**src/rtl/core/scalar_kalman_filter_core_defines.svh**
```systemverilog
// Assertion macros for the scalar Kalman filter core
`ifndef SCALAR_KALMAN_FILTER_CORE_DEFINES_SVH
`define SCALAR_KALMAN_FILTER_CORE_DEFINES_SVH

// Same-cycle implication, sampled on clk_i, off while rst_ni is low
`define SKF_ASSERT_IMPL(name, ante, cons, msg) \
  name: assert property (@(posedge clk_i) disable iff (!rst_ni) (ante) |-> (cons)) \
    else $error(msg);

// Next-cycle implication, sampled on clk_i, off while rst_ni is low
`define SKF_ASSERT_NEXT(name, ante, cons, msg) \
  name: assert property (@(posedge clk_i) disable iff (!rst_ni) (ante) |=> (cons)) \
    else $error(msg);

`endif

```
**src/rtl/core/skf_pkg.sv**
```systemverilog
// Types and constants shared by the scalar Kalman filter core
package skf_pkg;

  localparam int unsigned EST_W      = 32;
  localparam int unsigned COV_W      = 31;
  localparam int unsigned NOISE_W    = 31;
  localparam int unsigned GAIN_BITS  = 16;
  localparam int unsigned GAIN_W     = GAIN_BITS + 1;
  localparam int unsigned STATUS_W   = 2;
  localparam int unsigned CFG_IDX_W  = 4;
  localparam int unsigned CFG_DATA_W = 32;
  localparam int unsigned DIV_STEPS  = GAIN_W;
  localparam int unsigned CNT_W      = $clog2(DIV_STEPS);

  localparam logic [GAIN_W-1:0] GAIN_ONE = GAIN_W'(1) << GAIN_BITS;

  localparam logic [STATUS_W-1:0] STATUS_OK       = 2'd0;
  localparam logic [STATUS_W-1:0] STATUS_ZERO_DEN = 2'd1;
  localparam logic [STATUS_W-1:0] STATUS_SAT      = 2'd2;

  localparam logic [CFG_IDX_W-1:0] CFG_PROCESS_NOISE      = 4'd0;
  localparam logic [CFG_IDX_W-1:0] CFG_MEASUREMENT_NOISE  = 4'd1;
  localparam logic [CFG_IDX_W-1:0] CFG_INITIAL_ESTIMATE   = 4'd2;
  localparam logic [CFG_IDX_W-1:0] CFG_INITIAL_COVARIANCE = 4'd3;

  typedef struct packed {
    logic signed [EST_W-1:0] measurement;
    logic                    restart;
    logic                    last_sample;
  } skf_in_item_t;

  typedef struct packed {
    logic signed [EST_W-1:0] estimate;
    logic [GAIN_W-1:0]       gain;
    logic [COV_W-1:0]        covariance;
    logic [STATUS_W-1:0]     status;
    logic                    run_end;
  } skf_out_item_t;

  typedef struct packed {
    logic [NOISE_W-1:0]      process_noise;
    logic [NOISE_W-1:0]      measurement_noise;
    logic signed [EST_W-1:0] initial_estimate;
    logic [COV_W-1:0]        initial_covariance;
  } skf_cfg_t;

  typedef struct packed {
    logic capture;
    logic den;
    logic div_init;
    logic div_step;
    logic mul;
    logic commit;
  } skf_cmd_t;

  typedef struct packed {
    logic res_pending;
  } skf_stat_t;

endpackage

```
**src/rtl/core/skf_cfg.sv**
```systemverilog
// Configuration register file of the scalar Kalman filter core
module skf_cfg import skf_pkg::*; #(
  parameter int unsigned FRAC_BITS = 16
) (
  input  logic                  clk_i,
  input  logic                  rst_ni,
  input  logic                  wr_valid_i,
  input  logic [CFG_IDX_W-1:0]  wr_index_i,
  input  logic [CFG_DATA_W-1:0] wr_data_i,
  output skf_cfg_t              cfg_o
);

  localparam logic [COV_W-1:0] TENTH = COV_W'(((64'd1 << FRAC_BITS) + 64'd5) / 64'd10);

  skf_cfg_t cfg_q;

  always_ff @(posedge clk_i or negedge rst_ni) begin
    if (!rst_ni) begin
      cfg_q.process_noise      <= TENTH;
      cfg_q.measurement_noise  <= TENTH;
      cfg_q.initial_estimate   <= '0;
      cfg_q.initial_covariance <= TENTH;
    end else if (wr_valid_i) begin
      case (wr_index_i)
        CFG_PROCESS_NOISE:      cfg_q.process_noise      <= wr_data_i[NOISE_W-1:0];
        CFG_MEASUREMENT_NOISE:  cfg_q.measurement_noise  <= wr_data_i[NOISE_W-1:0];
        CFG_INITIAL_ESTIMATE:   cfg_q.initial_estimate   <= wr_data_i[EST_W-1:0];
        CFG_INITIAL_COVARIANCE: cfg_q.initial_covariance <= wr_data_i[COV_W-1:0];
        default: begin
        end
      endcase
    end
  end

  assign cfg_o = cfg_q;

endmodule

```
**config.mk**
```make
export PLATFORM = sky130hd
export DESIGN_NAME = skf_cfg
export DESIGN_NICKNAME = d
export VERILOG_FILES = /design/src/rtl/core/scalar_kalman_filter_core_defines.svh /design/src/rtl/core/skf_pkg.sv /design/src/rtl/core/skf_cfg.sv
export SDC_FILE = /design/constraint.sdc
export NUM_CORES = 1
export LEC_CHECK = 0
export ABC_AREA = 1
export BUFFER_PORTS_ARGS = -buffer_cell sky130_fd_sc_hd__clkbuf_2
export CORE_MARGIN = 4
export CORE_UTILIZATION = 46
export DETAILED_ROUTE_END_ITERATION = 8
export PLACE_DENSITY = 0.73
export SLEW_MARGIN = 5
export SYNTH_ARGS = -nofsm -noshare
export SYNTH_HDL_FRONTEND = slang
export SYNTH_SLANG_ARGS = --single-unit
```
**constraint.sdc**
```tcl
create_clock -name clk_i -period 0.8 [get_ports clk_i]
set_input_delay 0 -clock clk_i [delete_from_list [all_inputs] [get_ports clk_i]]
set_output_delay 0 -clock clk_i [all_outputs]
set_load 0.01 [all_outputs]
```
# After elaboration in Yosys (flattened, before gate mapping)
# Index checks and enable logic that the tools add are counted.
[totals] ff_bits=125 latchBits=0 ramBits=0 mem_bits_ro=0 inputBits=39 out_inout_bits=125 elab_cells=12 n_memories=0
[classes] addsub=0 mul=0 div_mod_pow=0 order_cmp=0 eq_ne=3 shift=0 muxes=0 n_bitwise=0 reduce_logical=5
[op_table] op="$eq A4 B2 Y1 const B" count=2
[op_table] op="$reduce_and A2 Y1" count=4
[op_table] op="$eq A4 B1 Y1 const B" count=1
[op_table] op="$logic_not A4 Y1" count=1

# Logic depth before layout (Yosys ltp)
[depth] depth_word=2 depth_mapped=7 ltp_nobuf=5

# Worst setup path after synthesis
# OpenSTA, ideal clock, no wires.
[synth_timing] path_type="input-to-reg" from="input port wr_index_i[3]" to="register cfg_q, in the netlist cfg_o[117]" setup_time_ps=117 t_arrival_ps=688 t_required_ps=683 setup_slack_ps=-5 path_stages=6 n_path_buf=2 path_cell_list="nor2_1 > buf_4 > nand3_4 > buf_6 > nand2_1 > nand2_1"
[synth_between] elab_chain_cells=2
[synth_rtl] item="start: declaration" line="skf_cfg.sv:8" source="input logic [CFG_IDX_W-1:0] wr_index_i,"
[synth_rtl] item="$logic_not A4 Y1" line="skf_cfg.sv:24" source="case (wr_index_i)"
[synth_rtl] item="$reduce_and A2 Y1 (no source line)"
[synth_rtl] item="end: declaration" line="skf_cfg.sv:15" source="skf_cfg_t cfg_q;"
# Every way passes these cells.
# A chain may end at the register's enable or synchronous reset.

# Final worst setup path
[layout_timing] from="register cfg_q, in the netlist cfg_o[3]" to="output port cfg_o[3] (netlist bit)"
[layout_rtl] item="end: declaration" line="skf_cfg.sv:10" source="output skf_cfg_t cfg_o"
# No word-level cell between the ends.

==> metrics.txt <==
status complete, but fails checks; failing checks setup timing; hold_sp wr_index_i[2]; Final Non-Filler Cells 984; total iterations of the first detailed-routing run 5; Clock Skews 0 ns; Initial Utilization 47.9%; Syn Std Cell Area 0.00528 mm2; peak supply drop 0.00164 V; Tot Pwr 22000 uW; R2R Path End cfg_o[54]$_DFFE_PN0P_; drt drc 0; Static Leak 0.00440 uW; Slew HR 76.8%; CTS max path bufs 2; RSZ-0062 raised after global routing yes; FF+latch count, synth 125; Final Hold Fails 0; layout cells sized above 1 about 41%; port buffer count 163; vias per std cell roughly 5.5; crit path time final between 1 and 1.5 ns; CP max stage delay 0.56 ns; initial DRC count 503; startpoint types register; Cells on Worst Hold Path 5; Largest delay share family, worst path flip-flops; hold slack 0.0562 ns; MaxCap Viol Count 0; Reg-to-Reg Start cfg_o[54]$_DFFE_PN0P_; fillers about 740; final core utilization about three quarters; vias in the first global route 5318; placed instance count between 800 and 900; CORE AREA about 0.011 mm2; # clock sinks 125; die height 115 um; largest net degree at the start of global routing between 60 and 70; CP Max Fanout 2; H-tree depth 4; max FFs per register 125; required time worst endpoint 0.80 ns; Mean Syn Cell Area 9.39 um2; clock-pin slew on the worst setup and hold paths 0.06 ns; Post-Route WL around 18000 um; cell count after synthesis 563; clk root buf clkbuf_16; DP HPWL 10800 um; R2R cell count 4; syn_nets 602; antenna violations before repair 0; Num CTS Buffers 17; PwrDens roughly 2700 mW/mm2; GR Util All Layers 26.0%; Crit-path slowest cell dfstp_2; number of buffer and inverter stages on the critical path 1; Seq/Total Area, Yosys between 50% and 60%; hold endpoint cfg_o[90]$_DFFE_PN0P_; Routed Antenna Nets 0; routed vias 5446; endpoints failing setup 144; fin nets about 870; Slew Limit Fails 0; post-route setup slack -0.280 ns; DIE AREA around 0.013 mm2; r2r setup slk -0.10 ns; Area Growth Syn to Fin 55.3%; CTS tree done; CP arrival 1.08 ns; Cell Rows 38; worst min path class in -> reg; DR WL/cell 18.2 um; Synth Warn # 0; register area 0.00315 mm2; f_max ~930 MHz; die width 115 um; Placer Congestion 0.862; first-pass GRT wire length 27000 um; Setup crit end kind output pin; synth unique cells 13; period utilisation layout 135%; critical path class reg -> out; Congestion Overflow GR 0; Worst-Skew Late Latency about 0.40 ns; Total Neg Setup Slack -18.80 ns; crit-path cells buf_8; io pins approximately 160; multi-input logic area 0.00186 mm2; slew of the pin with the lowest slew margin 0.347 ns
-- cell type report --
class,count,area share [%]
well taps,140,2.13
flip-flops and latches,125,38.4
clock inverters,10,1.11
multi-input cells,382,22.6
clock buffers,22,5.78
inverters,3,0.137
repair buffers,300,29.7
diodes,2,0.0610
-- kinds of logic after synthesis --
group	Yosys count	share of synthesized area, %
simple gates	382	34.0
flops	125	59.7
buf+inv	56	6.30
-- layer usage --
layer  up-vias  track usage [%]  share of wire, %
met3        65             7.84               8.8
met4         0             10.8               3.5
met2       333             41.6                48
met5         -                0                 0
li1       2453                -                 -
met1      2595             33.0                40
-- where the power goes --
group	switching (uW)	internal (uW)
Combinational	2910	3060
Clock	2780	4500
Sequential	918	7790
Total	6610	15400
-- through the flow --
step | worst slack [ns] | cell area [um2]
floorplan | 0.0329 | 5290
global placement | -0.131 | 6480
detailed placement | -0.174 | 6480
CTS | -0.292 | 7700
global route | -0.301 | 8200
finish | -0.280 | 8210
-- placed cells by master, fill, tap and decap left out, types with 5 or more instances in the layout --
master           n
buf_6           36
buf_4           74
dlygate4sd3_1   33
nand4_1        125
dfrtp_1        104
clkbuf_16       17
nand2_2         18
clkinvlp_4       5
buf_12          22
clkbuf_2       129
nand2_1        232
dfstp_2         21
-- worst max-delay path by stage --
stage                     slack (ns)  cells past startpoint                      to                 start
final                          -0.28                      1                cfg_o[3]  cfg_o[3]$_DFFE_PN1P_
after global routing           -0.30                      1                cfg_o[3]  cfg_o[3]$_DFFE_PN1P_
after detailed placement       -0.17                      7   cfg_o[54]$_DFFE_PN0P_         wr_index_i[3]
after CTS                      -0.29                      1                cfg_o[3]  cfg_o[3]$_DFFE_PN1P_
after global placement         -0.13                      7   cfg_o[43]$_DFFE_PN0P_         wr_index_i[3]
after floorplan                 0.03                      6  cfg_o[117]$_DFFE_PN0P_         wr_index_i[3]
-- what timing repair did --
action,CTS,global route
pin swaps,0,3
hold buffers,33,0
hold endpoints to repair,250,0
resized for setup,4,92
endpoints found under the setup margin,125,129
setup buffers,40,32
-- synth_stat cells --
library cell / number / area (um2)
dfstp_2: 21 / 552
buf_6: 6 / 67.6
nor2_1: 1 / 3.75
inv_1: 3 / 11.3
nor2_4: 1 / 11.3
nand2_1: 251 / 942
nand3_4: 3 / 52.6
dfrtp_1: 104 / 2600
buf_2: 35 / 175
buf_4: 9 / 67.6
nand4_1: 125 / 782
nand3_1: 1 / 5.00
clkbuf_1: 3 / 11.3
Power figures use the tool's default switching activity.
