$ cat src/rtl/core/scalar_kalman_filter_core_defines.svh
// Assertion macros for the scalar Kalman filter core
`ifndef SCALAR_KALMAN_FILTER_CORE_DEFINES_SVH
`define SCALAR_KALMAN_FILTER_CORE_DEFINES_SVH

// Same-cycle implication, sampled on clk_i, off while rst_ni is low
`define SKF_ASSERT_IMPL(name, ante, cons, msg) \
  name: assert property (@(posedge clk_i) disable iff (!rst_ni) (ante) |-> (cons)) \
    else $error(msg);

// Next-cycle implication, sampled on clk_i, off while rst_ni is low
`define SKF_ASSERT_NEXT(name, ante, cons, msg) \
  name: assert property (@(posedge clk_i) disable iff (!rst_ni) (ante) |=> (cons)) \
    else $error(msg);

`endif

$ cat src/rtl/core/skf_pkg.sv
// Types and constants shared by the scalar Kalman filter core
package skf_pkg;

  localparam int unsigned EST_W      = 32;
  localparam int unsigned COV_W      = 31;
  localparam int unsigned NOISE_W    = 31;
  localparam int unsigned GAIN_BITS  = 16;
  localparam int unsigned GAIN_W     = GAIN_BITS + 1;
  localparam int unsigned STATUS_W   = 2;
  localparam int unsigned CFG_IDX_W  = 4;
  localparam int unsigned CFG_DATA_W = 32;
  localparam int unsigned DIV_STEPS  = GAIN_W;
  localparam int unsigned CNT_W      = $clog2(DIV_STEPS);

  localparam logic [GAIN_W-1:0] GAIN_ONE = GAIN_W'(1) << GAIN_BITS;

  localparam logic [STATUS_W-1:0] STATUS_OK       = 2'd0;
  localparam logic [STATUS_W-1:0] STATUS_ZERO_DEN = 2'd1;
  localparam logic [STATUS_W-1:0] STATUS_SAT      = 2'd2;

  localparam logic [CFG_IDX_W-1:0] CFG_PROCESS_NOISE      = 4'd0;
  localparam logic [CFG_IDX_W-1:0] CFG_MEASUREMENT_NOISE  = 4'd1;
  localparam logic [CFG_IDX_W-1:0] CFG_INITIAL_ESTIMATE   = 4'd2;
  localparam logic [CFG_IDX_W-1:0] CFG_INITIAL_COVARIANCE = 4'd3;

  typedef struct packed {
    logic signed [EST_W-1:0] measurement;
    logic                    restart;
    logic                    last_sample;
  } skf_in_item_t;

  typedef struct packed {
    logic signed [EST_W-1:0] estimate;
    logic [GAIN_W-1:0]       gain;
    logic [COV_W-1:0]        covariance;
    logic [STATUS_W-1:0]     status;
    logic                    run_end;
  } skf_out_item_t;

  typedef struct packed {
    logic [NOISE_W-1:0]      process_noise;
    logic [NOISE_W-1:0]      measurement_noise;
    logic signed [EST_W-1:0] initial_estimate;
    logic [COV_W-1:0]        initial_covariance;
  } skf_cfg_t;

  typedef struct packed {
    logic capture;
    logic den;
    logic div_init;
    logic div_step;
    logic mul;
    logic commit;
  } skf_cmd_t;

  typedef struct packed {
    logic res_pending;
  } skf_stat_t;

endpackage

$ cat src/rtl/core/skf_dp.sv
// Datapath: covariance predict, radix-2 gain divider, multipliers, state and result register
module skf_dp import skf_pkg::*; #(
  parameter int unsigned FRAC_BITS = 16
) (
  input  logic          clk_i,
  input  logic          rst_ni,
  input  skf_in_item_t  in_item_i,
  input  skf_cfg_t      cfg_i,
  input  skf_cmd_t      cmd_i,
  output skf_stat_t     stat_o,
  output skf_out_item_t out_item_o,
  output logic          out_valid_o,
  input  logic          out_ready_i
);

  localparam logic [COV_W-1:0] TENTH = COV_W'(((64'd1 << FRAC_BITS) + 64'd5) / 64'd10);
  localparam int unsigned NUM_W   = COV_W + GAIN_BITS + 1;
  localparam int unsigned DEN_W   = COV_W + 1;
  localparam int unsigned DIFF_W  = EST_W + 1;
  localparam int unsigned PX_W    = DIFF_W + GAIN_W + 1;
  localparam int unsigned PP_W    = COV_W + GAIN_W;
  localparam int unsigned DELTA_W = PX_W - GAIN_BITS;
  localparam int unsigned XN_W    = DELTA_W + 1;

  logic signed [EST_W-1:0] x_q;
  logic [COV_W-1:0]        p_q;
  logic signed [EST_W-1:0] z_q;
  logic                    run_end_q;
  logic [COV_W-1:0]        p1_q;
  logic                    sat_q;
  logic [DEN_W-1:0]        den_q;
  logic [DEN_W-1:0]        rem_q;
  logic [GAIN_W-1:0]       qs_q;
  logic signed [PX_W-1:0]  prod_x_q;
  logic [PP_W-1:0]         prod_p_q;
  skf_out_item_t           out_q;
  logic                    out_valid_q;

  logic signed [EST_W-1:0] x_src;
  logic [COV_W-1:0]        p_src;
  logic [COV_W:0]          p1_sum;
  logic [NUM_W-1:0]        num_w;
  logic [DEN_W:0]          trial_w;
  logic                    ge_w;
  logic [DEN_W:0]          sub_w;
  logic [GAIN_W-1:0]       k_w;
  logic [GAIN_W-1:0]       kc_w;
  logic signed [DIFF_W-1:0] diff_w;
  logic signed [GAIN_W:0]  ks_w;
  logic signed [PX_W-1:0]  rnd_w;
  logic [DELTA_W-1:0]      delta_w;
  logic [XN_W-1:0]         xn_w;
  logic signed [EST_W-1:0] xn_c;
  logic                    xn_ovf;
  logic [PP_W-1:0]         pn_full;
  logic [COV_W-1:0]        pn_c;
  logic                    pn_ovf;

  assign x_src  = in_item_i.restart ? cfg_i.initial_estimate : x_q;
  assign p_src  = in_item_i.restart ? cfg_i.initial_covariance : p_q;
  assign p1_sum = {1'b0, p_src} + {1'b0, cfg_i.process_noise};

  assign num_w = {1'b0, p1_q, GAIN_BITS'(0)} + NUM_W'(den_q >> 1);

  assign trial_w = {rem_q, qs_q[GAIN_W-1]};
  assign ge_w    = trial_w >= {1'b0, den_q};
  assign sub_w   = trial_w - {1'b0, den_q};

  assign k_w    = qs_q;
  assign kc_w   = (k_w > GAIN_ONE) ? GAIN_ONE : k_w;
  assign ks_w   = signed'({1'b0, kc_w});
  assign diff_w = signed'({z_q[EST_W-1], z_q}) - signed'({x_q[EST_W-1], x_q});

  assign rnd_w   = prod_x_q + PX_W'(1 << (GAIN_BITS - 1));
  assign delta_w = rnd_w[PX_W-1:GAIN_BITS];
  assign xn_w    = {{(XN_W - EST_W){x_q[EST_W-1]}}, x_q} + {delta_w[DELTA_W-1], delta_w};
  assign xn_ovf  = !((&xn_w[XN_W-1:EST_W-1]) || !(|xn_w[XN_W-1:EST_W-1]));
  assign xn_c    = !xn_ovf ? xn_w[EST_W-1:0]
                 : (xn_w[XN_W-1] ? {1'b1, {(EST_W - 1){1'b0}}} : {1'b0, {(EST_W - 1){1'b1}}});

  assign pn_full = (prod_p_q + PP_W'(1 << (GAIN_BITS - 1))) >> GAIN_BITS;
  assign pn_ovf  = |pn_full[PP_W-1:COV_W];
  assign pn_c    = pn_ovf ? {COV_W{1'b1}} : pn_full[COV_W-1:0];

  always_ff @(posedge clk_i or negedge rst_ni) begin
    if (!rst_ni) begin
      x_q <= '0;
      p_q <= TENTH;
    end else if (cmd_i.capture) begin
      x_q <= x_src;
      p_q <= p_src;
    end else if (cmd_i.commit && (den_q != '0)) begin
      x_q <= xn_c;
      p_q <= pn_c;
    end
  end

  always_ff @(posedge clk_i) begin
    if (cmd_i.capture) begin
      z_q       <= in_item_i.measurement;
      run_end_q <= in_item_i.last_sample;
      p1_q      <= p1_sum[COV_W] ? {COV_W{1'b1}} : p1_sum[COV_W-1:0];
      sat_q     <= p1_sum[COV_W];
    end
    if (cmd_i.den) begin
      den_q <= {1'b0, p1_q} + {1'b0, cfg_i.measurement_noise};
    end
    if (cmd_i.div_init) begin
      rem_q <= DEN_W'(num_w[NUM_W-1:GAIN_W]);
      qs_q  <= num_w[GAIN_W-1:0];
    end
    if (cmd_i.div_step) begin
      rem_q <= ge_w ? sub_w[DEN_W-1:0] : trial_w[DEN_W-1:0];
      qs_q  <= {qs_q[GAIN_W-2:0], ge_w};
    end
    if (cmd_i.mul) begin
      prod_x_q <= ks_w * diff_w;
      prod_p_q <= PP_W'(GAIN_ONE - kc_w) * PP_W'(p1_q);
    end
  end

  always_ff @(posedge clk_i or negedge rst_ni) begin
    if (!rst_ni) begin
      out_valid_q <= 1'b0;
    end else if (cmd_i.commit) begin
      out_valid_q <= 1'b1;
    end else if (out_ready_i) begin
      out_valid_q <= 1'b0;
    end
  end

  always_ff @(posedge clk_i) begin
    if (cmd_i.commit) begin
      out_q.run_end <= run_end_q;
      if (den_q == '0) begin
        out_q.estimate   <= x_q;
        out_q.gain       <= '0;
        out_q.covariance <= p_q;
        out_q.status     <= STATUS_ZERO_DEN;
      end else begin
        out_q.estimate   <= xn_c;
        out_q.gain       <= kc_w;
        out_q.covariance <= pn_c;
        out_q.status     <= (sat_q || xn_ovf || pn_ovf) ? STATUS_SAT : STATUS_OK;
      end
    end
  end

  assign stat_o.res_pending = out_valid_q && !out_ready_i;
  assign out_item_o         = out_q;
  assign out_valid_o        = out_valid_q;

endmodule
$ cat config.mk
export PLATFORM = sky130hd
export DESIGN_NAME = skf_dp
export DESIGN_NICKNAME = d
export VERILOG_FILES = /design/src/rtl/core/scalar_kalman_filter_core_defines.svh /design/src/rtl/core/skf_pkg.sv /design/src/rtl/core/skf_dp.sv
export SDC_FILE = /design/constraint.sdc
export NUM_CORES = 2
export LEC_CHECK = 0
export BUFFER_PORTS_ARGS = -buffer_cell sky130_fd_sc_hd__buf_4
export CAP_MARGIN = 10
export CORE_AREA = 2 2 532 270
export DETAILED_ROUTE_END_ITERATION = 16
export DIE_AREA = 0 0 534 272
export GPL_TIMING_DRIVEN = 0
export PLACE_DENSITY = 0.58
export SKIP_LAST_GASP = 1
export SLEW_MARGIN = 10
export SYNTH_ARGS = -nofsm -noshare
export SYNTH_HDL_FRONTEND = slang
export SYNTH_SLANG_ARGS = --single-unit
$ cat constraint.sdc
create_clock -name clk_i -period 12 [get_ports clk_i]
set_clock_uncertainty 0.05 [all_clocks]
set_input_delay 1.8 -clock clk_i [delete_from_list [all_inputs] [get_ports clk_i]]
set_output_delay 1.8 -clock clk_i [all_outputs]
set_load 0.01 [all_outputs]
[Word-level counts from Yosys, hierarchy flattened]
Index checks and enable logic that the tools add are counted.
Cells by class
  add/sub/neg operators: 9
  multiplexer cells: 19
  $mul: 2
  equality and inequality tests: 1
  shift operators: 0
  div/mod/pow operators: 0
  bitwise gates (word level): 0
  reduce and logical (&&, ||, !) cells: 16
  $lt $le $gt $ge: 2
Operators with widths (count)
  2-to-1 mux 32 bit: 8
  2-to-1 mux 31 bit: 4
  2-to-1 mux 82 bit: 1
  adder 31 x 31 -> 32 bit: 2
  adder 51 x 17 -> 51 bit, second input constant: 1
  multiplier 18 x 33 -> 51 bit: 1
  2-to-1 mux 17 bit: 3
  adder 47 x 31 -> 48 bit: 1
  adder 48 x 16 -> 48 bit, second input constant: 1
  multiplier 18 x 32 -> 48 bit: 1
  adder 32 x 35 -> 36 bit: 1
  greater-or-equal comparator 33 x 32 -> 1 bit: 1
  subtractor 32 x 32 -> 33 bit: 1
  logical NOT 32 bit: 1
  nonzero test 32 bit: 1
  subtractor 32 bit: 1
  subtractor 17 x 17 -> 18 bit, first input constant: 1
  > comparator 17 bit, second input constant: 1
  nonzero test 2 bit: 3
  AND reduction 5 bit: 1
  OR reduction 5 bit: 1
  logical NOT 1 bit: 3
  logical OR 1 bit: 3
  logical AND 1 bit: 2
  4 further kinds: 5
Word-level totals
  logic and storage cells: 66
  latch bits: 0
  memories: 0
  bits of input ports: 168
  ROM bits: 0
  output and inout bits: 85
  register bits after elaboration: 392
  bits in writable memories: 0

[Depth between registers and ports, before layout]
  word-level depth: 10
  mapped depth: 38
  mapped depth without buffers: 36

[Least setup slack after synthesis]
No wires, ideal clock.
  kind: reg-to-reg
  start: register qs_q[0], in the netlist k_w[0]
  end: register prod_p_q[39] (data pin)
  clock period less this slack: 9.209 ns
  arrival: 8.902 ns
  slack: 2.791 ns
  required time: 11.693 ns
  setup time: 0.257 ns
  stages on the path, launching flop included: 38
  path buffers: 4
  path through: edfxtp_1 > or3_1 > or3_4 > o41ai_4 > clkbuf_1 > and2_1 > clkbuf_1 > inv_1 > ha_1 > and3_4 > and4_4 > buf_6 > nand2b_2 > xnor2_1 > o21ai_2 > buf_4 > and2_1 > fa_1 > [... 2 more ...] > inv_1 > fa_1 > inv_1 > fa_1 > fa_1 > fa_1 > inv_1 > ha_1 > a21o_1 > a21o_1 > a221o_1 > or3_1 > o211ai_2 > a21boi_0 > or2_2 > nand3_1 > nand4_1 > o2111a_1
On the way
  cells in the longest elaborated chain, start to end: 4
Ends and longest elaborated chain
  from (decl): line skf_dp.sv:33  | logic [GAIN_W-1:0] qs_q;
  from (signal assigned): line skf_dp.sv:110  | qs_q <= num_w[GAIN_W-1:0];
  from (signal assigned): line skf_dp.sv:114  | qs_q <= {qs_q[GAIN_W-2:0], ge_w};
  > comparator 17 bit: line skf_dp.sv:70  | assign kc_w = (k_w > GAIN_ONE) ? GAIN_ONE : k_w;
  2-to-1 mux 17 bit *: line skf_dp.sv:70
  subtractor 17 x 17 -> 18 bit *: line skf_dp.sv:118  | prod_p_q <= PP_W'(GAIN_ONE - kc_w) * PP_W'(p1_q);
  multiplier 18 x 32 -> 48 bit *: line skf_dp.sv:118
  to (signal assigned): line skf_dp.sv:118
  to (decl): line skf_dp.sv:35  | logic [PP_W-1:0] prod_p_q;
Mark *: on every way between the ends. The rest lies on a longest branch, timed or not.
A chain may end at the register's enable or synchronous reset.

[Final worst setup path]
Ends and elaborated chain as after synthesis.

==> run_results.csv <==
group,metric,value,unit
worst_hold_path,hp-class,"reg2reg",
die,die_area,145200,sq um
sta,period_needed,11.85,ns
drt,wl_per_cell,26.50,um
synth,average_cell_area_after_synthesis,9.114,sq um
global_route,global_route_wire_length_before_repair,339.6,mm
synth,synthArstFlopShare,0.1768,
synth,ys.warnings.count,0,
setup_path,critical-path-slowest-cell,"sky130_fd_sc_hd__xnor2_1",
drt,route.antenna.remaining_nets,0,
die,dieWidth,534,um
die,initial_utilization,0.4261,
global_route,aggregate_global_route_resource_usage,0.3245,
die,standard_cell_core_area,141100,sq um
setup_path,timing.setup.critical_path_class,"reg2reg",
final_layout,layout.nets,8543,
sta,worst_slew_pin_slew,1.409,ns
synth,synthesis.area,60130,sq um
final_layout,syn_to_final_growth,10.15,%
final_layout,final_cell_mix,"sky130_fd_sc_hd__inv_1, sky130_fd_sc_hd__fa_1, sky130_fd_sc_hd__nand2_1",
cts,cts_buffer_depth,3,
drt,drcViolationCount,0,
setup_path,worstRegToRegCells,32,
final_layout,finish.utilization,0.4693,
sta,grt_setup_unrepaired,"false",
sta,rel_slew_slack,0.05779,
placed_design,place.detailed.hpwl,200.0,mm
synth,synth_enable_flop_cells,298,
synth,ys_ff_latch,362,
setup_path,arrival,12.20,ns
placed_design,routabilityCongestion,1.048,
cts,ctsHtreeMaxLevel,2,
synth,yosys.area.top_type_share,0.3339,
synth,seq_total_area_yosys,0.1756,
synth,synth_top_flop_cell,"sky130_fd_sc_hd__edfxtp_1",
synth,post_synth_top_area_cell,"sky130_fd_sc_hd__fa_1",
cts,clkLatencyLatePin,0.66,ns
die,die_h,272,um
drt,dr_total_vias,49760,
global_route,grt_remaining_overflow,0,
drt,routed_wire_length,235.2,mm
setup_path,path_max_fanout,10,
sta,max_freq,0.08440,GHz
placed_design,placement.io_buffers,250,
cts,clock-sinks,362,
final_layout,layout_cell_share_with_drive_strength_beyond_1,0.06848,
synth,synth.distinct_cells,92,
setup_path,cp_common_cell,"sky130_fd_sc_hd__fa_1",
worst_hold_path,hold_depth,0,
synth,yosys-top-cells-area,"sky130_fd_sc_hd__fa_1, sky130_fd_sc_hd__edfxtp_1, sky130_fd_sc_hd__ha_1",
global_route,number_of_antenna_violations_at_the_first_check_in_global_routing,9,
drt,dr.pass1.iters,7,
global_route,pin_count_of_the_biggest_net_entering_global_routing,71,
setup_path,cp_data_required_time,12.35,ns
cts,cts-hold-fix-buffers,0,
drt,post_drt_via_cell_ratio,5.608,
final_layout,fillers,13670,
cts,cts_tree,"yes",
setup_path,cp_slowest_stage_delay,0.63,ns
sta,drv_slew,0,
final_layout,multi_input_comb_area,43750,sq um
die,num_rows,98,
drt,initial_detailed_routing_violation_count,6236,
synth,synthCells,6598,
cts,clockRootBuffer,"sky130_fd_sc_hd__clkbuf_16",
setup_path,start_kind,"register",
global_route,first_global_vias,48170,
cts,cts_made_buffers,41,
flow_run,timing.max_cap.violations,0,
die,floorplan.io_pins,253,
sta,period_share,0.9873,
setup_path,critical_path.endpoint_type,"register",
outcome,status,"finished, final reports clean",
sta,finalSetupViolations,0,
cts,clk_pin_slew_worst_paths,0.06,ns
sta,hold_viol_final,0,
final_layout,ff_latch_area,10560,sq um
final_layout,layout_commonest_cell,"sky130_fd_sc_hd__inv_1",
path summary, 6_finish.rpt:
kind	from	slack [ns]	endpoint
max	k_w[0]	0.15	prod_p_q[39]
min	run_end_q	0.37	out_item_o[0]
max reg2reg	k_w[0]	0.15	prod_p_q[39]
min reg2reg	run_end_q	0.37	out_item_o[0]
max in group asynchronous	rst_ni	10.06	p_q[12]
min in group asynchronous	rst_ni	1.12	out_valid_o
registers in the layout (all words and copies together) (netlist names):
register,flops
out_item_o,83
k_w,17
den_q,32
prod_x_q,36
out_valid_o,1
sat_q,1
p1_q,31
prod_p_q,33
p_q,31
x_q,32
z_q,32
rem_q,32
run_end_q,1
synthesized netlist by cell type, types with 31 or more instances:
| master | instances |
|---|---|
| sky130_fd_sc_hd__xor2_1 | 111 |
| sky130_fd_sc_hd__nand3_1 | 65 |
| sky130_fd_sc_hd__xnor2_1 | 195 |
| sky130_fd_sc_hd__o21ai_0 | 182 |
| sky130_fd_sc_hd__a21o_1 | 115 |
| sky130_fd_sc_hd__nor3_1 | 54 |
| sky130_fd_sc_hd__and2_1 | 229 |
| sky130_fd_sc_hd__clkbuf_1 | 244 |
| sky130_fd_sc_hd__nor2_1 | 314 |
| sky130_fd_sc_hd__nand2_1 | 992 |
| sky130_fd_sc_hd__ha_1 | 439 |
| sky130_fd_sc_hd__o22ai_1 | 41 |
| sky130_fd_sc_hd__a21oi_1 | 223 |
| sky130_fd_sc_hd__nand2b_1 | 32 |
| sky130_fd_sc_hd__o21bai_1 | 31 |
| sky130_fd_sc_hd__nor2b_1 | 57 |
| sky130_fd_sc_hd__and3_1 | 47 |
| sky130_fd_sc_hd__o21a_1 | 37 |
| sky130_fd_sc_hd__o211ai_1 | 34 |
| sky130_fd_sc_hd__a31oi_1 | 60 |
| sky130_fd_sc_hd__edfxtp_1 | 298 |
| sky130_fd_sc_hd__dfrtp_1 | 57 |
| sky130_fd_sc_hd__fa_1 | 1003 |
| sky130_fd_sc_hd__inv_1 | 1309 |
| sky130_fd_sc_hd__mux2_2 | 33 |
cell families (layout without fill, tap and decap cells):
| logic type | Yosys count | count (layout) | share of synthesized area |
|---|---|---|---|
| multiplexers | 50 | 50 | 0.009009 |
| flip-flops | 362 | 362 | 0.1756 |
| buffers and inverters | 1597 | 1936 | 0.1007 |
| AO/OA/AOI/OAI | 942 | 942 | 0.1028 |
| AND/OR/NAND/NOR | 1897 | 1897 | 0.1419 |
| other | 2 | 39 | 0.0001249 |
| XOR/XNOR | 306 | 306 | 0.04457 |
| adder cells (fa/ha/maj) | 1442 | 1442 | 0.4253 |
layer usage:
metal	wire length, um	vias up	global-route usage
li1	-	21480	-
met1	109700	25040	0.5168
met2	78340	3047	0.3683
met3	43250	198	0.1794
met4	3784	2	0.04647
met5	60	-	0.002567
through the flow:
stage	setup TNS (ns)	cell area (sq um)	setup slack, ns	hold WS [ns]	cells
2_1_floorplan	0	60240	2.791	0.3503	6627
3_3_place_gp	-2.151	64500	-0.4138	0.3551	8777
3_5_place_dp	-3.398	64730	-0.5496	0.3566	8785
4_1_cts	0	66130	0.3017	0.3733	8863
5_1_grt	0	66220	0.003061	0.3757	8867
6_report	0	66230	0.1519	0.3701	8874
cell type report:
class	instances	share of cell area
multi-input cells	4668	0.6606
flip-flops and latches	362	0.1594
inverters	1311	0.07430
well taps	1900	0.03589
repair buffers	263	0.03113
clock buffers	55	0.01770
plain buffers	286	0.01742
clock inverters	21	0.003249
diodes	8	0.0003022
timing repair:
item | 4_1_cts | 5_1_grt
resized for setup | 2 | 13
setup buffers | 2 | 0
setup endpoints to repair | 12 | 9
pin swaps | 1 | 0
worst max-delay path, delay by kind of cell, from the launching register on:
family | cells | cell delay (ns)
simple gates | 9 | 2.61
flops | 1 | 0.61
xor+xnor | 1 | 0.63
compound gates | 7 | 1.92
fa+ha+maj | 8 | 3.85
buf+inv | 7 | 1.90
Power is left out: the tool's default activity adds up to more than one toggle a clock period on the data nets, which glitch-free logic cannot reach.
