$ cat src/rtl/core/scalar_kalman_filter_core_defines.svh
// Assertion macros for the scalar Kalman filter core
`ifndef SCALAR_KALMAN_FILTER_CORE_DEFINES_SVH
`define SCALAR_KALMAN_FILTER_CORE_DEFINES_SVH

// Same-cycle implication, sampled on clk_i, off while rst_ni is low
`define SKF_ASSERT_IMPL(name, ante, cons, msg) \
  name: assert property (@(posedge clk_i) disable iff (!rst_ni) (ante) |-> (cons)) \
    else $error(msg);

// Next-cycle implication, sampled on clk_i, off while rst_ni is low
`define SKF_ASSERT_NEXT(name, ante, cons, msg) \
  name: assert property (@(posedge clk_i) disable iff (!rst_ni) (ante) |=> (cons)) \
    else $error(msg);

`endif

$ cat src/rtl/core/skf_pkg.sv
// Types and constants shared by the scalar Kalman filter core
package skf_pkg;

  localparam int unsigned EST_W      = 32;
  localparam int unsigned COV_W      = 31;
  localparam int unsigned NOISE_W    = 31;
  localparam int unsigned GAIN_BITS  = 16;
  localparam int unsigned GAIN_W     = GAIN_BITS + 1;
  localparam int unsigned STATUS_W   = 2;
  localparam int unsigned CFG_IDX_W  = 4;
  localparam int unsigned CFG_DATA_W = 32;
  localparam int unsigned DIV_STEPS  = GAIN_W;
  localparam int unsigned CNT_W      = $clog2(DIV_STEPS);

  localparam logic [GAIN_W-1:0] GAIN_ONE = GAIN_W'(1) << GAIN_BITS;

  localparam logic [STATUS_W-1:0] STATUS_OK       = 2'd0;
  localparam logic [STATUS_W-1:0] STATUS_ZERO_DEN = 2'd1;
  localparam logic [STATUS_W-1:0] STATUS_SAT      = 2'd2;

  localparam logic [CFG_IDX_W-1:0] CFG_PROCESS_NOISE      = 4'd0;
  localparam logic [CFG_IDX_W-1:0] CFG_MEASUREMENT_NOISE  = 4'd1;
  localparam logic [CFG_IDX_W-1:0] CFG_INITIAL_ESTIMATE   = 4'd2;
  localparam logic [CFG_IDX_W-1:0] CFG_INITIAL_COVARIANCE = 4'd3;

  typedef struct packed {
    logic signed [EST_W-1:0] measurement;
    logic                    restart;
    logic                    last_sample;
  } skf_in_item_t;

  typedef struct packed {
    logic signed [EST_W-1:0] estimate;
    logic [GAIN_W-1:0]       gain;
    logic [COV_W-1:0]        covariance;
    logic [STATUS_W-1:0]     status;
    logic                    run_end;
  } skf_out_item_t;

  typedef struct packed {
    logic [NOISE_W-1:0]      process_noise;
    logic [NOISE_W-1:0]      measurement_noise;
    logic signed [EST_W-1:0] initial_estimate;
    logic [COV_W-1:0]        initial_covariance;
  } skf_cfg_t;

  typedef struct packed {
    logic capture;
    logic den;
    logic div_init;
    logic div_step;
    logic mul;
    logic commit;
  } skf_cmd_t;

  typedef struct packed {
    logic res_pending;
  } skf_stat_t;

endpackage

$ cat src/rtl/core/skf_ctrl.sv
// Sequencer that steps the filter datapath through one update
`include "scalar_kalman_filter_core_defines.svh"

module skf_ctrl import skf_pkg::*; (
  input  logic      clk_i,
  input  logic      rst_ni,
  input  logic      in_valid_i,
  output logic      in_ready_o,
  input  skf_stat_t stat_i,
  output skf_cmd_t  cmd_o
);

  typedef enum logic [2:0] {
    ST_IDLE,
    ST_DEN,
    ST_INIT,
    ST_DIV,
    ST_MUL,
    ST_UPD
  } state_e;

  state_e           state_q;
  logic [CNT_W-1:0] cnt_q;

  assign in_ready_o = (state_q == ST_IDLE);

  always_comb begin
    cmd_o = '0;
    case (state_q)
      ST_IDLE: cmd_o.capture  = in_valid_i;
      ST_DEN:  cmd_o.den      = 1'b1;
      ST_INIT: cmd_o.div_init = 1'b1;
      ST_DIV:  cmd_o.div_step = 1'b1;
      ST_MUL:  cmd_o.mul      = 1'b1;
      ST_UPD:  cmd_o.commit   = !stat_i.res_pending;
      default: cmd_o = '0;
    endcase
  end

  always_ff @(posedge clk_i or negedge rst_ni) begin
    if (!rst_ni) begin
      state_q <= ST_IDLE;
      cnt_q   <= '0;
    end else begin
      case (state_q)
        ST_IDLE: begin
          if (in_valid_i) state_q <= ST_DEN;
        end
        ST_DEN: state_q <= ST_INIT;
        ST_INIT: begin
          cnt_q   <= '0;
          state_q <= ST_DIV;
        end
        ST_DIV: begin
          cnt_q <= cnt_q + CNT_W'(1);
          if (cnt_q == CNT_W'(DIV_STEPS - 1)) state_q <= ST_MUL;
        end
        ST_MUL: state_q <= ST_UPD;
        ST_UPD: begin
          if (!stat_i.res_pending) state_q <= ST_IDLE;
        end
        default: state_q <= ST_IDLE;
      endcase
    end
  end

  `SKF_ASSERT_NEXT(a_accept_starts, in_valid_i && in_ready_o, state_q == ST_DEN, "transfer did not start an update")
  `SKF_ASSERT_IMPL(a_cnt_range, state_q == ST_DIV, cnt_q < CNT_W'(DIV_STEPS), "divider step count overrun")
  `SKF_ASSERT_NEXT(a_div_done, state_q == ST_DIV && cnt_q == CNT_W'(DIV_STEPS - 1), state_q == ST_MUL, "divider did not finish")
  `SKF_ASSERT_IMPL(a_cmd_single, 1'b1, $onehot0(cmd_o), "more than one datapath command")

endmodule

$ cat config.mk
export PLATFORM = sky130hd
export DESIGN_NAME = skf_ctrl
export DESIGN_NICKNAME = d
export VERILOG_FILES = /design/src/rtl/core/skf_pkg.sv /design/src/rtl/core/skf_ctrl.sv
export VERILOG_INCLUDE_DIRS = /design/src /design/src/rtl/core
export SDC_FILE = /design/constraint.sdc
export NUM_CORES = 1
export LEC_CHECK = 0
export BUFFER_PORTS_ARGS = -buffer_cell sky130_fd_sc_hd__buf_2
export CORE_UTILIZATION = 35
export CTS_CLUSTER_DIAMETER = 200
export DETAILED_ROUTE_END_ITERATION = 10
export PLACE_DENSITY = 0.64
export SETUP_SLACK_MARGIN = 0.2
export SLEW_MARGIN = 20
export SYNTH_ARGS = -nofsm -noshare
export SYNTH_HDL_FRONTEND = slang
export SYNTH_SLANG_ARGS = --single-unit
$ cat constraint.sdc
create_clock -name clk_i -period 2.6 [get_ports clk_i]
set_input_delay 0.65 -clock clk_i [delete_from_list [all_inputs] [get_ports clk_i]]
set_output_delay 0.65 -clock clk_i [all_outputs]
set_load 0.05 [all_outputs]
* Yosys cells after proc, flatten, opt, wreduce, memory -nomap -nowiden
Cells that the tools add are included.
Widths: inputs -> output; s select.
** Word-level totals
- Logic and storage cells :: 27
- Bits in read-only memories :: 0
- Bits in latches :: 0
- Output and inout bits :: 7
- Bits in writable memories :: 0
- Register bits after elaboration :: 8
- Memories :: 0
- Bits of input ports :: 4
** Cells by class
- Equality and inequality tests :: 9
- Reduce and logical (&&, ||, !) cells :: 4
- Bitwise operators :: 0
- $add $sub $neg :: 1
- Mux-type cells :: 11
- Multipliers :: 0
- Shift operators :: 0
- $lt $le $gt $ge :: 0
- Div/mod/pow operators :: 0
** Operators with widths (count)
- $pmux 3 s6 :: 1
- $pmux 5 s2 :: 1
- $mux 3 :: 3
- $eq 3x2->1 const B :: 2
- $eq 3x3->1 const B :: 2
- $mux 1 :: 6
- $ne 2x2->1 const B :: 3
- $add 5x1->5 const B :: 1
- $eq 5x5->1 const B :: 1
- $eq 3x1->1 const B :: 1
- $logic_not 3->1 :: 1
- $reduce_and 3->1 :: 1
- $reduce_bool 2->1 :: 1
- $logic_not 1->1 :: 1

* Depth between registers and ports, before layout
Gate-level depths: netlist of run 1.
- Depth in word-level cells :: 3
- Mapped depth :: 5
- Depth with buffers taken out :: 5

* Worst setup path before layout of run 1
Ideal clock, no wire load.
- Kind :: flip-flop to output port
- Start point :: reg state_q[1]
- End point :: out cmd_o[5] in the netlist's numbering
- Setup slack :: -244 ps
- Arrival time :: 2194 ps
- Buffers on the path :: 1
- Required time :: 1950 ps
- Cell stages (with the launch flop) :: 4
- Cells stage by stage :: dfrtp_1 -> buf_2 -> nor3_1 -> and2_1
** RTL lines
- start: declaration :: line skf_ctrl.sv:22 : state_e state_q;
- start signal: assignment :: line skf_ctrl.sv:42 : state_q <= ST_IDLE;
- start signal: assignment :: line skf_ctrl.sv:47 : if (in_valid_i) state_q <= ST_DEN;
- start signal: assignment :: line skf_ctrl.sv:49 : ST_DEN: state_q <= ST_INIT;
- end: declaration :: line skf_ctrl.sv:10 : output skf_cmd_t cmd_o

==> flow_summary.toml, run 1 <==
[yosys]
synth_async_reset_ratio = 1.00
synth.cell_area_um2 = 495
netlist_top_cells_area = "dfrtp_1 (40%), nand3_1 (7.1%), ha_1 (5.1%)"
synthDominantAreaCellType = "dfrtp_1"
synth_ff_type = "dfrtp_1"
netlist_instances = 56
synth-seq-cells = 8
sequential_area_share_after_synthesis = 0.404
yosysUniqueCellTypes = 25
ys.warnings.count = 0
post-synth-top-area-fraction = 0.404
yosys.cell_count.top_type = "dfrtp_1"
synth_fp_nets = 62
syn_avg_cell_area_um2 = 8.85
synth_commonest_cells = "dfrtp_1 (8), nand3_1 (7), nand2_1 (5)"
synth_edf_count = 0

[place]
post-dp-hpwl_um = 660
placed_cell_area_um2 = 556
placer_s_final_routability_congestion_estimate = 0.678
buffer_ports.inserted = 10
place_inst = 77

[power_and_ir_drop]
power.static_leakage_nw = 0.274
power-per-cell-area_nw_per_um2 = 1040
vdd_ir_drop_max_uv = 512
post-layout-total-power_mw = 0.603

[routing]
drt-total-wl_um = 922
via_per_inst = 5.10
dr_total_vias = 408
routed_wire_length_per_instance_um = 11.5
detail_route.drc_violations = 0
dr.pass1.iters = 4
drt_iter0_markers = 9
drtAntennaViolNets = 0

[clock_network]
tritoncts_num_sinks = 8
post_cts_resize_count = 0
clk_transition_reported_paths_ps = 50
cts_tree = "built"
clock-root-buffer = "clkbuf_4"
ctsHtreeMaxLevel = 1
number_of_clock_buffers_inserted_by_tritoncts = 3
holdBufCountCts = 0
clk_path_buf_depth = 2
post_cts_buffers = 0
worst_skew_pair_latency_ps = 250

[timing]
timing_max_transition_violations_final = 0
max_freq_ghz = 0.481
finalWorstPathRequiredPeriod_ps = 2080
grt_setup_unrepaired = "no"
headroom_to_the_max_slew_limit = 0.721
report.final.setup_viol = 0
layout_worst_path_cycle_share = 0.800
worst-slew-pin-transition_ps = 419
fin_skew_ps = 2.66
setup_tns_ps = 0
hold_viol_final = 0

[floorplan]
fp.dieArea_um2 = 1570
initial_util = 0.381
die-width_um = 39.6
placement_row_count = 13
pin_count = 11
floorplan.die.height_um = 39.6
coreArea_um2 = 1300

[global_routing]
via_count_of_the_first_global_routing_pass = 302
gr-usage-all-layers = 0.149
maximum_number_of_pins_on_one_net_before_global_route_repair = 16
grt_antenna_before_repair = 0
first_pass_grt_wire_length_um = 1420
grt_overflow_total = 0

[worst_setup_path]
cp-end-kind = "primary output"
crit_required_ps = 1950
critical_path_peak_fanout = 15
critical_path.cell_chain = "nor4bb_2, buf_2"
r2r_slack_ps = 1190
timing.critical_path.arrival_ps = 1430
setup.worst_path.class = "register to primary output"
reg2reg_to = "cnt_q[4]$_DFFE_PN0P_"
setup.worst_path.start_class = "register"
reg2regPathDepth = 3
critPathMaxStageDelay_ps = 590
reg2reg_from = "state_q[2]$_DFFE_PN0P_"
cpMaxStageDelayCell = "dfrtp_1"

[status]
status = "complete, no violations"

[run]
cap_violations = 0

[finish]
fillerInstances = 148
multi_input_comb_area_um2 = 275
layout-drive-gt1-share = 0.262
finalNonFillerCells = 80
finish.utilization = 0.444
nets = 73
final_cell_area_um2 = 578
layout.area.seq_um2 = 200
num_antenna_cells = 0
area_growth_pct = 16.7

[worst_hold_path]
timing.hold.worst.class = "input port to asynchronous set/reset pin"
[state kept, by name, summed over array words and instances, names as in the netlist]
| signal | count |
|---|---|
| state_q | 3 |
| cnt_q | 5 |
[how the worst max path moves through the flow]
stage | endpoint | cells past startpoint | slack (ps) | from
4_1_cts | cmd_o[0] | 2 | 500 | state_q[0]$_DFFE_PN0P_
3_3_place_gp | cmd_o[0] | 3 | 660 | stat_i
5_1_grt | cmd_o[5] | 3 | 410 | state_q[0]$_DFFE_PN0P_
2_1_floorplan | cmd_o[5] | 3 | 220 | state_q[1]$_DFFE_PN0P_
3_5_place_dp | cmd_o[0] | 3 | 630 | stat_i
6_report | cmd_o[0] | 2 | 520 | state_q[0]$_DFFE_PN0P_
[area by class of cell]
type,count,area share
clock buffer,3,0.0390
sequential,8,0.346
timing repair buffer,10,0.0866
inverter,3,0.0195
multi-input combinational,41,0.476
tap,15,0.0325
[cell usage in the layout (no fill, tap or decap), drive strengths merged]
cell	instances
dfrtp	8
a2bb2oi	1
a22o	1
nand2	5
nand2b	4
a211oi	1
ha	2
buf	10
nor3b	1
nand3	7
nor2	3
nor2b	2
clkbuf	3
inv	3
or4b	1
nor4bb	1
o21ai	4
nor3	1
and2	2
or3	1
and3	1
nand3b	2
o22ai	1
[metal layers]
layer / track usage / wire [um] / vias to the layer above
met5: 0 / 0 / -
met4: 0.0776 / 7 / 0
met3: 0.0852 / 45 / 2
met2: 0.189 / 418 / 7
met1: 0.193 / 450 / 186
li1: - / - / 213
[through the flow]
stage / setup WS [ps] / hold WS, ps
finish: 520 / 234
global route: 414 / 238
CTS: 497 / 231
detailed placement: 628 / 509
global placement: 662 / 504
floorplan: 219 / 354
[power breakdown]
group          switching, mW  leakage, nW  internal [mW]
Combinational          0.152        0.166          0.109
Clock                 0.0411       0.0138         0.0527
Sequential            0.0751       0.0940          0.174
Total                  0.268        0.274          0.335
[cell families (layout without fill, tap and decap cells)]
logic type | after synthesis | in the layout | share of synthesized area
AO/OA/AOI/OAI | 8 | 8 | 0.104
adder cells (fa/ha/maj) | 2 | 2 | 0.0505
buffers and inverters | 7 | 16 | 0.0732
flip-flops | 8 | 8 | 0.404
AND/OR/NAND/NOR | 31 | 31 | 0.369
[critical path: cells and delay by family (launching register included)]
family | cells | cell delay (ps)
buffers and inverters | 1 | 300
DFF | 1 | 590
and+or+nand+nor | 1 | 280
Note: power is estimated with default switching activity, not from simulation.
==> inputs of run 2 (changes only) <==
Clock period 2.6 ns to 2.13 ns, I/O delays scaled along.
==> flow_summary.toml, run 2 (synthesis gave the netlist of run 1 again) <==
[routing]
drt_iter0_markers = 8
dr_total_vias = 405
drtAntennaViolNets = 0
drt-total-wl_um = 928
routed_wire_length_per_instance_um = 11.3
detail_route.drc_violations = 0
via_per_inst = 4.94
dr.pass1.iters = 4

[power_and_ir_drop]
seqPwrFrac = 0.398
post-layout-total-power_mw = 0.756
power.combinational.fraction = 0.446
cell_internal_pwr_mw = 0.422
pwr-share-clk = 0.156
power-per-cell-area_nw_per_um2 = 1250
vdd_ir_drop_max_uv = 741
p_sw_mw = 0.334
power.share.switching = 0.442
power.static_leakage_nw = 0.279

[worst_setup_path]
reg2regPathDepth = 3
r2r_slack_ps = 780
setup.worst_path.start_class = "register"
timing.critical_path.arrival_ps = 1310
critical_path.cell_chain = "nor4bb_2, buf_4"
critical-path-top-delay-family = "flip-flops"
cell_depth_of_the_worst_setup_path = 2
critPathMaxStageDelay_ps = 490
cp-end-kind = "primary output"
critical_path_peak_fanout = 9
worst-path-buf-inv = 1
cpMaxStageDelayCell = "dfrtp_2"
crit_required_ps = 1600
setup.worst_path.class = "register to primary output"

[finish]
largest_reg_flops = 5
num_antenna_cells = 0
layout.area.seq_um2 = 204
finish.utilization = 0.464
multi_input_comb_area_um2 = 278
final_cell_area_um2 = 604
fillerInstances = 136
nets = 75
reg_top3 = "cnt_q: 5 flops, state_q: 3 flops"
final_common_cell = "buf_2"
largest-register = "cnt_q"
area_growth_pct = 22.0
layout-drive-gt1-share = 0.343
most-common-layout-cells = "buf_2 (8), nand3_1 (7), nand2_1 (5), dfrtp_1 (5)"

[clock_network]
worst_skew_pair_latency_ps = 250
holdBufCountCts = 0
clk_transition_reported_paths_ps = 60
clock-root-buffer = "clkbuf_4"
tritoncts_num_sinks = 8
cts_tree = "built"
clk_path_buf_depth = 2
ctsHtreeMaxLevel = 1
number_of_clock_buffers_inserted_by_tritoncts = 3

[timing]
post-route-worst-setup-slack_ps = 288
report.final.setup_viol = 0
headroom_to_the_max_slew_limit = 0.843
grt_setup_unrepaired = "no"
whs_ps = 111
worst-slew-pin-transition_ps = 232
max_freq_ghz = 0.543
hold_viol_final = 0
fin_skew_ps = 1.49
layout_worst_path_cycle_share = 0.865
finalWorstPathRequiredPeriod_ps = 1840
timing_max_transition_violations_final = 0

[worst_hold_path]
timing.hold.worst.class = "input port to asynchronous set/reset pin"

[global_routing]
maximum_number_of_pins_on_one_net_before_global_route_repair = 16
via_count_of_the_first_global_routing_pass = 315
grt_overflow_total = 0
gr-usage-all-layers = 0.151
grt_antenna_before_repair = 0
first_pass_grt_wire_length_um = 1460

[floorplan]
floorplan.die.height_um = 39.6
fp.dieArea_um2 = 1570
pin_count = 11
initial_util = 0.381
placement_row_count = 13
coreArea_um2 = 1300
die-width_um = 39.6

[status]
status = "complete, no violations"

[place]
buffer_ports.inserted = 10
placer_s_final_routability_congestion_estimate = 0.671
placed_cell_area_um2 = 558
post-dp-hpwl_um = 649
pre_cts_slack_ps = 379

[run]
cap_violations = 0
run 2: through the flow:
step | cells | setup TNS [ps]
after floorplan | 56 | -215
after global placement | 77 | 0
after detailed placement | 77 | 0
after CTS | 80 | 0
after global routing | 82 | 0
final | 82 | 0
run 2: layout make-up:
type / count / share of cell area
multi-input cells: 41 / 0.460
flip-flops and latches: 8 / 0.337
repair buffers: 12 / 0.116
clock buffers: 3 / 0.0373
well taps: 15 / 0.0311
inverters: 3 / 0.0186
run 2: final timing paths:
| check | from | to |
|---|---|---|
| worst max register to register | state_q[2]$_DFFE_PN0P_ | cnt_q[4]$_DFFE_PN0P_ |
| worst max-delay path | state_q[1]$_DFFE_PN0P_ | cmd_o[0] |
| min in group clk_i | cnt_q[4]$_DFFE_PN0P_ | cnt_q[4]$_DFFE_PN0P_ |
| max in group asynchronous | rst_ni | state_q[2]$_DFFE_PN0P_ |
| worst min register to register | cnt_q[4]$_DFFE_PN0P_ | cnt_q[4]$_DFFE_PN0P_ |
| worst min-delay path | rst_ni | cnt_q[3]$_DFFE_PN0P_ |
run 2: power groups by stage:
stage                     clock [mW]  sequential [mW]  combinational, mW
after floorplan                    0            0.259              0.312
after CTS                      0.123            0.303              0.331
final                          0.118            0.301              0.337
after detailed placement           0            0.304              0.328
after global placement             0            0.304              0.320
after global routing           0.132            0.313              0.384
run 2: repair_timing:
action / CTS / global route
gates cloned: 0 / 0
setup buffers: 0 / 2
setup endpoints to repair: 2 / 4
gates resized for setup: 3 / 2
run 2: worst reg2reg max path: cells and delay by family (launching register included):
family / cells / cell delay (ps)
DFF: 1 / 470
and+or+nand+nor: 3 / 820
run 2: metal layers:
layer  routed length (um)  global-route usage  up-vias
met3                   59              0.0852        2
li1                     -                   -      217
met4                    8              0.0776        0
met1                  489               0.208      176
met2                  371               0.180       10
met5                    0                   0        -
==> inputs of run 3 (changes only) <==
Settings changed: CORE_AREA set to 2 2 39 41, CORE_UTILIZATION 35 to not set, DIE_AREA set to 0 0 41 43, PLACE_DENSITY 0.64 to 0.66.
==> flow_summary.toml, run 3 (synthesis gave the netlist of run 1 again) <==
[status]
status = "complete, no violations"

[clock_network]
clock-root-buffer = "clkbuf_4"
number_of_clock_buffers_inserted_by_tritoncts = 3
clk_transition_reported_paths_ps = 60
worst_skew_pair_latency_ps = 250
post_cts_buffers = 0
tritoncts_num_sinks = 8
ctsHtreeMaxLevel = 1
clk_path_buf_depth = 2
cts_tree = "built"

[routing]
dr_total_vias = 428
drt-total-wl_um = 974
detail_route.drc_violations = 0
drtAntennaViolNets = 0
dr.pass1.iters = 2
routed_wire_length_per_instance_um = 12.0
via_per_inst = 5.28
drt_iter0_markers = 4

[floorplan]
pin_count = 11
floorplan.die.height_um = 43
fp.dieArea_um2 = 1760
coreArea_um2 = 1380
initial_util = 0.358
placement_row_count = 14
die-width_um = 41

[timing]
grt_setup_unrepaired = "no"
max_freq_ghz = 0.541
hold_viol_final = 0
fin_skew_ps = 6.76
post-route-worst-setup-slack_ps = 280
worst-slew-pin-transition_ps = 240
layout_worst_path_cycle_share = 0.869
finalWorstPathRequiredPeriod_ps = 1850
report.final.setup_viol = 0
timing_max_transition_violations_final = 0
headroom_to_the_max_slew_limit = 0.840

[power_and_ir_drop]
vdd_ir_drop_max_uv = 502
power-per-cell-area_nw_per_um2 = 1280
power.static_leakage_nw = 0.270

[worst_setup_path]
setup.worst_path.class = "register to primary output"
setup.worst_path.start_class = "register"
timing.critical_path.arrival_ps = 1320
cp-end-kind = "primary output"
r2r_slack_ps = 770
critical_path_peak_fanout = 15
crit_required_ps = 1600

[global_routing]
via_count_of_the_first_global_routing_pass = 396
maximum_number_of_pins_on_one_net_before_global_route_repair = 16
gr-usage-all-layers = 0.144
grt_antenna_before_repair = 0
grt_overflow_total = 0
first_pass_grt_wire_length_um = 1710

[run]
cap_violations = 0

[place]
pre_cts_slack_ps = 395
placed_cell_area_um2 = 559
post-dp-hpwl_um = 688
placer_s_final_routability_congestion_estimate = 0.722
buffer_ports.inserted = 10

[finish]
reg_top3 = "cnt_q: 5 flops, state_q: 3 flops"
nets = 73
final_cell_area_um2 = 591
largest_reg_flops = 5
layout-drive-gt1-share = 0.323
largest-register = "cnt_q"
most-common-layout-cells = "buf_2 (8), nand3_1 (7), nand2_1 (5), dfrtp_1 (5)"
final_common_cell = "buf_2"
num_antenna_cells = 0
area_growth_pct = 19.2
fillerInstances = 138

[worst_hold_path]
timing.hold.worst.class = "input port to asynchronous set/reset pin"
## run 3: cell count changes in the layout (fill, tap and decap cells not counted)
cell,change
buf_4,-2
## run 3: timing repair
action	in CTS	in global routing
pin swaps	0	0
setup endpoints to repair	2	5
hold buffers	0	0
gates resized for setup	3	2
## run 3: final timing paths
kind                                           to                   start  cells after the start
min                          cnt_q[3]$_DFFE_PN0P_                  rst_ni                      1
max in group asynchronous  state_q[0]$_DFFE_PN0P_                  rst_ni                      1
min reg2reg                  cnt_q[4]$_DFFE_PN0P_    cnt_q[4]$_DFFE_PN0P_                      2
max                                      cmd_o[5]  state_q[0]$_DFFE_PN0P_                      3
max reg2reg                  cnt_q[4]$_DFFE_PN0P_  state_q[2]$_DFFE_PN0P_                      3
min in group clk_i           cnt_q[4]$_DFFE_PN0P_    cnt_q[4]$_DFFE_PN0P_                      2
## run 3: layout make-up
| class | count | area [um2] | share of cell area |
|---|---|---|---|
| Clock buffer | 3 | 22.5 | 0.0381 |
| Inverter | 3 | 11.3 | 0.0191 |
| Multi-Input combinational cell | 41 | 278 | 0.470 |
| Sequential cell | 8 | 204 | 0.345 |
| Tap cell | 16 | 20.0 | 0.0339 |
| Timing Repair Buffer | 10 | 55.1 | 0.0932 |
## run 3: critical path: stages, from the launching register on
cell,delay [ps]
dfrtp_2,500
nor3_2,210
and2_1,140
clkbuf_4,220
## run 3: per-layer routing
metal | GRT usage | vias up | part of all wire | wire length [um]
met3 | 0.0157 | 2 | 0.017 | 17
met4 | 0.100 | 0 | 0.017 | 17
li1 | - | 212 | - | -
met5 | 0 | - | 0 | 0
met1 | 0.193 | 208 | 0.46 | 445
met2 | 0.206 | 6 | 0.51 | 493
## run 3: power by group
| part | leakage (nW) | total, mW | switching (mW) | internal [mW] |
|---|---|---|---|---|
| clock | 0.0138 | 0.117 | 0.0526 | 0.0646 |
| combinational | 0.165 | 0.330 | 0.195 | 0.135 |
| sequential | 0.0915 | 0.308 | 0.0938 | 0.214 |
| total | 0.270 | 0.755 | 0.341 | 0.414 |
## run 3: metrics by stage
stage                     hold slack [ps]  std cells  total power, mW  TNS, ps   util
final                                 106         81            0.755        0  0.427
after global routing                  113         81            0.825        0  0.427
after CTS                             109         81            0.761        0  0.424
after detailed placement              387         78            0.638        0  0.404
after global placement                386         78            0.623        0  0.404
after floorplan                       237         56            0.571     -215      -
